[config.mk]
export PLATFORM = sky130hd
export DESIGN_NAME = vbs_ram
export DESIGN_NICKNAME = d
export VERILOG_FILES = /design/src/sv/vbs_ram.sv
export SDC_FILE = /design/constraint.sdc
export NUM_CORES = 1
export LEC_CHECK = 0
export ABC_AREA = 1
export BUFFER_PORTS_ARGS = -buffer_cell sky130_fd_sc_hd__buf_2
export CORE_UTILIZATION = 40
export DETAILED_ROUTE_END_ITERATION = 10
export GPL_ROUTABILITY_DRIVEN = 0
export GPL_TIMING_DRIVEN = 0
export HOLD_SLACK_MARGIN = 0.02
export PLACE_DENSITY = 0.63
export SLEW_MARGIN = 30
export SYNTH_ARGS = -nofsm -noshare
export SYNTH_HDL_FRONTEND = slang
export SYNTH_SLANG_ARGS = --single-unit
[constraint.sdc]
create_clock -name i_clk -period 2.73 [get_ports i_clk]
set_clock_uncertainty 0.05 [all_clocks]
set_input_delay 0.546 -clock i_clk [delete_from_list [all_inputs] [get_ports i_clk]]
set_output_delay 0.546 -clock i_clk [all_outputs]
set_load 0.005 [all_outputs]
[src/sv/vbs_ram.sv]
// ----------------------------------------------------------------------------
// vbs_ram
// Simple dual-port RAM: one write port, one read port with registered data.
// ----------------------------------------------------------------------------
`default_nettype none

module vbs_ram #(
    parameter int WIDTH = 32,
    parameter int DEPTH = 16,
    localparam int AW   = (DEPTH > 1) ? $clog2(DEPTH) : 1
) (
    input  wire logic             i_clk,
    input  wire logic             i_we,
    input  wire logic [AW-1:0]    i_waddr,
    input  wire logic [WIDTH-1:0] i_wdata,
    input  wire logic [AW-1:0]    i_raddr,
    output      logic [WIDTH-1:0] o_rdata
);

    logic [WIDTH-1:0] r_mem [DEPTH];
    logic [WIDTH-1:0] r_rdata;

    always_ff @(posedge i_clk) begin
        if (i_we) begin
            r_mem[i_waddr] <= i_wdata;
        end
        r_rdata <= r_mem[i_raddr];
    end

    assign o_rdata = r_rdata;

endmodule

`default_nettype wire

# --- Word-level counts from Yosys, hierarchy flattened ---
# Memories as Yosys holds them, arrays and structs flattened. A register that Yosys moved wholly into a read port is not among the register bits.
# Index checks and enable logic that the tools add are counted.
word_totals:
  regBits: 0
  ram_bits: 512
  in_bits: 42
  out_inout_bits: 32
  wordCells: 3
  memories: 1
memory_table:
  columns: ["name", "depth", "word_bits", "rd", "rd_clocked_by_memory_dff", "wr", "line", "rtl"]
  rows:
  - ["r_mem", 16, 32, 1, 1, 1, "20", "logic [WIDTH-1:0] r_mem [DEPTH];"]
op_classes:
  mux: 2
op_table:
  columns: ["operator", "count"]
  rows:
  - ["two-way mux 1 bit", 2]

# --- Logic depth before layout (Yosys ltp) ---
# Gate-level depths: netlist (run 1).
logic_depth:
  depth_word: 2
  ltp_mapped: 10
  mapped_depth_nobuf: 7

# --- Worst setup path after synthesis (run 1) ---
# OpenSTA, ideal clock, no wires.
synth_path:
  path_kind: "input port to flip-flop"
  startpoint: "input port i_waddr[2]"
  endpoint: "memory r_mem[10][0] (enable)"
  setup_time_ps: 421
  arrival_time_ps: 2118
  t_required_ps: 2259
  path_slack_ps: 141
  path_stages: 2
  n_path_buf: 0
  path_cell_list: "nand3b_1 -> nor2_1"
synth_lines:
  columns: ["element", "line", "rtl"]
  rows:
  - ["start, declared", "14", "input wire logic [AW-1:0] i_waddr,"]
  - ["end, declared", "20", null]
# Straight into the memory's write port.

# --- Final worst setup path (run 1) ---
layout_path:
  startpoint: "input port i_waddr[1]"
  endpoint: "memory r_mem[9][24] (enable)"
# Straight into the memory's write port.

==> flow_summary.json, run 1 <==
{
  "status": "completed",
  "die_area_um2": 57780,
  "cts_inserted_buffers": 56,
  "utilization_pct": 47.24,
  "wl_um": 62450,
  "cp.arrival_ns": 2.10,
  "via_count": 15357,
  "crit_buf_inv": 4,
  "yosysTopAreaCell": "edfxtp_1",
  "postSynth.asyncResetShare_pct": 0,
  "viasPerCell": 4.993,
  "ys_top_cells_by_count": "nand2_1 (677), edfxtp_1 (512), inv_1 (388), nand3_1 (385), buf_2 (41)",
  "die_h_um": 240.4,
  "cts_sinks": 544,
  "clk_latency_ns": 0.61,
  "cp_max_fo": 13,
  "die_w_um": 240.4,
  "synth-edff-count": 512,
  "period_minus_slack_ns": 1.839,
  "pwr-share-clk_pct": 40.6,
  "rsz0062_at_grt": "false",
  "antenna_found_initial": 1,
  "crit_chain": "buf_2 -> inv_1 -> nand2_1 -> nor2_4 -> buf_16 -> buf_16",
  "ff2ff_path_depth": 6,
  "grt_max_degree": 19,
  "drc_errors": 0,
  "cpMaxStageDelayCell": "nor2_4",
  "insertedDiodeCount": 0,
  "track_usage_pct": 22.23,
  "crit_family": "simple AND/OR/NAND/NOR gates",
  "hpwl_um": 40430,
  "vdd_drop_max_mv": 0.4477,
  "p_int_w": 0.01383,
  "first_global_vias": 15041,
  "netlist_instances": 2120,
  "ys_warn_count": 0,
  "htree_levels": 2,
  "fmax_ghz": 0.5439,
  "fin_nets": 2318,
  "syn2layout_area_growth_pct": 16.96,
  "p_leak_nw": 11.29,
  "core_area_um2": 56280,
  "drt_iter0_drc": 1618,
  "seqPwrFrac_pct": 52.4,
  "crit_path_start_kind": "input port",
  "io_pins": 74,
  "fill_cells": 4982,
  "power.switching_w": 0.004084,
  "grt_pass1_wl_um": 93410,
  "ant_nets": 0,
  "synth_nets": 2162,
  "timing.setup.tns_ns": 0,
  "power_w": 0.01791,
  "clock_tree.buffer_depth": 3,
  "max_slew_margin_pct": 29.77,
  "port_buffers": 71,
  "synth_seq_cells": 544,
  "p_comb_share_pct": 7.0,
  "setup-violations-final": 0,
  "timing.final.hold_violations": 0,
  "netlist_area_um2": 22730,
  "maxCapViolCount": 0,
  "min_period_over_period_pct": 67.35,
  "hp-class": "in2reg",
  "path_class": "in2reg",
  "avgSynthCellArea_um2": 10.72,
  "postCtsHoldBufs": 0,
  "initial_core_util_pct": 40.39,
  "synth_top_flop_cell": "edfxtp_1",
  "crit_path_frequent_cell": "buf_16",
  "ys_types": 15,
  "seq_area_um2": 16020,
  "post-cts-setup-buffers": 0,
  "hold_depth": 1,
  "drt-wirelength-per-cell_um": 20.30,
  "synth_top_area_share_pct": 67.64,
  "rows": 87,
  "power_density_nw_per_um2": 673.8,
  "yosys-top-cells-area": "edfxtp_1 (68%), nand2_1 (11%), nand3_1 (8.5%)",
  "ff2ff_setup_slack_ns": 1.57,
  "synth-seq-area-share_pct": 70.46,
  "layout-drive-gt1-share_pct": 11.55,
  "globalRouteOverflowTotal": 0,
  "cp-end-kind": "register",
  "cts_root_buf": "clkbuf_16",
  "cts-resized-gates": 0,
  "cp.depth": 6,
  "first_pass_iters": 6,
  "synth_most_common_cell": "nand2_1",
  "tightest_slew_ns": 1.053,
  "slew_violations": 0,
  "worstPathRequired_ns": 2.99,
  "multi_input_area_um2": 4667,
  "clk_pin_slew_ns": 0.06,
  "cts_tree": "built",
  "swShare_pct": 22.80,
  "slowest_delay_ns": 0.59
}
## state kept, by name (all words and copies together) (netlist names)
name,flops
o_rdata,32
r_mem,512
## metal layers
metal | vias up | track usage [%] | share of wire, %
met3 | 150 | 4.592 | 9.0
met5 | - | 1.991 | 0.27
met4 | 4 | 9.149 | 3.9
met2 | 644 | 35.59 | 46
met1 | 7402 | 29.24 | 41
li1 | 7157 | - | -
## through the flow
stage / area [µm²] / cells / setup slack, ns / hold WS [ns]
floorplan: 22730 / 2120 / 0.1413 / 0.5574
global route: 26590 / 3076 / 0.8351 / 0.2765
detailed placement: 24870 / 2974 / 0.3004 / 0.6132
CTS: 26590 / 3076 / 0.9343 / 0.2463
finish: 26590 / 3076 / 0.8914 / 0.2677
global placement: 24030 / 2947 / -1.753 / 0.5983
## layout make-up
cell class                 count  area share [%]
tap                          756           3.558
inverter                     390           5.516
timing repair buffer          98           4.047
multi-input combinational   1081           17.55
buffer                       105           2.640
clock inverter                22          0.6024
clock buffer                  80           5.841
sequential                   544           60.24
## cell families after synthesis
family	share of synthesized area (%)
buf+inv	9.539
simple gates	20.00
flops	70.46
## layout by cell type, fill, tap and decap left out, types with 6 or more instances in the layout
| cell type | Yosys | routed |
|---|---|---|
| edfxtp_1 | 512 | 512 |
| inv_1 | 388 | 388 |
| clkinv_1 | 0 | 8 |
| nand2_1 | 677 | 677 |
| buf_4 | 6 | 6 |
| buf_16 | 0 | 24 |
| buf_2 | 41 | 112 |
| clkbuf_1 | 14 | 33 |
| clkbuf_16 | 0 | 57 |
| buf_1 | 14 | 14 |
| dfxtp_1 | 32 | 32 |
| buf_6 | 29 | 29 |
| nand3_1 | 385 | 385 |
| clkinv_2 | 0 | 9 |
| nor2_4 | 0 | 16 |
## power by group through the flow
stage	Sequential, W	Combinational (W)	Clock [W]
after floorplan	0.00956	0.000637	0
after global placement	0.00956	0.00116	0
after detailed placement	0.00956	0.00125	0
after CTS	0.00938	0.00126	0.00738
after global routing	0.00939	0.00138	0.00764
final	0.00938	0.00126	0.00728
## final timing paths
path | from | end
min | i_wdata[2] | r_mem[2][2]
min reg2reg | r_mem[10][3] | o_rdata[3]
max | i_waddr[1] | r_mem[9][24]
max reg2reg | r_mem[5][23] | o_rdata[23]
Power figures use the tool's default switching activity.
==> inputs of run 2 (changes only) <==
- PLACE_DENSITY: 0.63 -> 0.61
- clock period: 2.73 -> 1.74 ns (I/O delays scaled with it)
==> run 2 against run 1 <==
- setup slack worse by 0.72 ns
- cell count hardly changed
- register-to-register slack worse by 0.95 ns
- flip-flop and latch count unchanged
- clock power up 57%
- non-clock buffer count increased by 2
- die area did not move
- global-route usage down 0.50 points
- sequential power is 57% higher
- count of clock-buffer cells in the layout rose by 4
- worst hold slack got worse by 0.20 ns
- power rose by 57%
- highest routed layer is now met4
==> flow_summary.json, run 2 (synthesized netlist as in run 1, its figures left out) <==
{
  "rsz0062_at_grt": "false",
  "track_usage_pct": 21.73,
  "min_period_over_period_pct": 90.17,
  "hpwl_um": 40140,
  "cts-resized-gates": 0,
  "tightest_slew_ns": 1.019,
  "swShare_pct": 22.48,
  "cpMaxStageDelayCell": "clkbuf_1",
  "crit_chain": "buf_2 -> buf_2 -> clkbuf_1 -> nand3_1 -> nand3_1 -> nand2_1",
  "setup-violations-final": 0,
  "wl_um": 61490,
  "status": "completed",
  "layout_commonest_cell": "nand2_1",
  "grt_max_degree": 19,
  "hp-class": "in2reg",
  "largest_register": "r_mem",
  "fin_cells": 3074,
  "first_global_vias": 14788,
  "initial_core_util_pct": 40.39,
  "maxCapViolCount": 0,
  "period_minus_slack_ns": 1.569,
  "die_area_um2": 57780,
  "syn2layout_area_growth_pct": 17.16,
  "cp-end-kind": "register",
  "cp.arrival_ns": 2.01,
  "first_pass_iters": 7,
  "hold_depth": 1,
  "power.switching_w": 0.006323,
  "seqPwrFrac_pct": 52.3,
  "pwr-share-clk_pct": 40.7,
  "drc_errors": 0,
  "path_class": "in2reg",
  "cp_max_fo": 10,
  "max_slew_margin_pct": 32.05,
  "timing.hold.ws_ns": 0.06751,
  "clk_pin_slew_ns": 0.07,
  "postCtsHoldBufs": 0,
  "p_comb_share_pct": 7.0,
  "cts_tree": "built",
  "die_h_um": 240.4,
  "vdd_drop_max_mv": 0.9139,
  "io_pins": 74,
  "fin_nets": 2319,
  "drt_iter0_drc": 1508,
  "cts_inserted_buffers": 55,
  "via_count": 15215,
  "final_cell_mix": "nand2_1 (677), edfxtp_1 (512), inv_1 (388)",
  "slew_violations": 0,
  "insertedDiodeCount": 0,
  "dp_cells": 2976,
  "p_leak_nw": 11.31,
  "fmax_ghz": 0.6373,
  "power_w": 0.02813,
  "timing.setup.tns_ns": 0,
  "worstPathRequired_ns": 2.18,
  "grt_pass1_wl_um": 91350,
  "largest_reg_flops": 512,
  "clk_latency_ns": 0.61,
  "core_area_um2": 56280,
  "htree_levels": 2,
  "globalRouteOverflowTotal": 0,
  "layout-drive-gt1-share_pct": 11.69,
  "rows": 87,
  "final_cell_area_um2": 26630,
  "placedInstanceArea_um2": 24910,
  "post-cts-setup-buffers": 0,
  "clock_tree.buffer_depth": 3,
  "p_int_w": 0.02180,
  "ff2ff_path_depth": 6,
  "ff2ff_setup_slack_ns": 0.62,
  "cts_sinks": 544,
  "slowest_delay_ns": 0.70,
  "crit_path_start_kind": "input port",
  "die_w_um": 240.4,
  "crit_buf_inv": 3,
  "timing.final.hold_violations": 0,
  "ant_nets": 0,
  "port_buffers": 71,
  "crit_family": "buffers and inverters",
  "antenna_found_initial": 0,
  "power_density_nw_per_um2": 1056,
  "drt-wirelength-per-cell_um": 20.00,
  "viasPerCell": 4.950,
  "cp.depth": 6,
  "cts_root_buf": "clkbuf_16"
}
==> run 2: power by group through the flow <==
| stage | Combinational (W) | Clock, W | Sequential [W] |
|---|---|---|---|
| after floorplan | 0.00101 | 0 | 0.0150 |
| after global placement | 0.00184 | 0 | 0.0150 |
| after detailed placement | 0.00196 | 0 | 0.0150 |
| after CTS | 0.00197 | 0.0116 | 0.0147 |
| after global routing | 0.00215 | 0.0121 | 0.0147 |
| final | 0.00196 | 0.0114 | 0.0147 |
==> run 2: layer usage <==
| metal | GRT usage, % | wire length, µm | vias up |
|---|---|---|---|
| met5 | 0 | 0 | - |
| met4 | 9.110 | 2300 | 0 |
| met3 | 3.284 | 4646 | 135 |
| met2 | 35.52 | 28840 | 626 |
| met1 | 28.86 | 25710 | 7289 |
| li1 | - | - | 7165 |
==> run 2: final cells by class <==
cell class | instances | area [µm²]
tap | 756 | 945.9
inverter | 390 | 1466
multi-input combinational | 1081 | 4667
sequential | 544 | 16020
timing repair buffer | 100 | 1114
buffer | 105 | 701.9
clock buffer | 84 | 1595
fill | 4987 | 29650
clock inverter | 14 | 126.4
==> run 2: worst paths after layout <==
path	startpoint	endpoint
max	i_raddr[2]	o_rdata[15]
min	i_wdata[19]	r_mem[0][19]
max reg2reg	r_mem[7][23]	o_rdata[23]
min reg2reg	r_mem[11][29]	o_rdata[29]
==> run 2: through the flow <==
step           worst slack [ns]  utilization, %
6_report                 0.1710           47.32
5_1_grt                  0.1263           47.32
4_1_cts                  0.2284           47.32
3_5_place_dp            -0.4117           44.26
3_3_place_gp             -1.346           42.79
2_1_floorplan           -0.1911               -
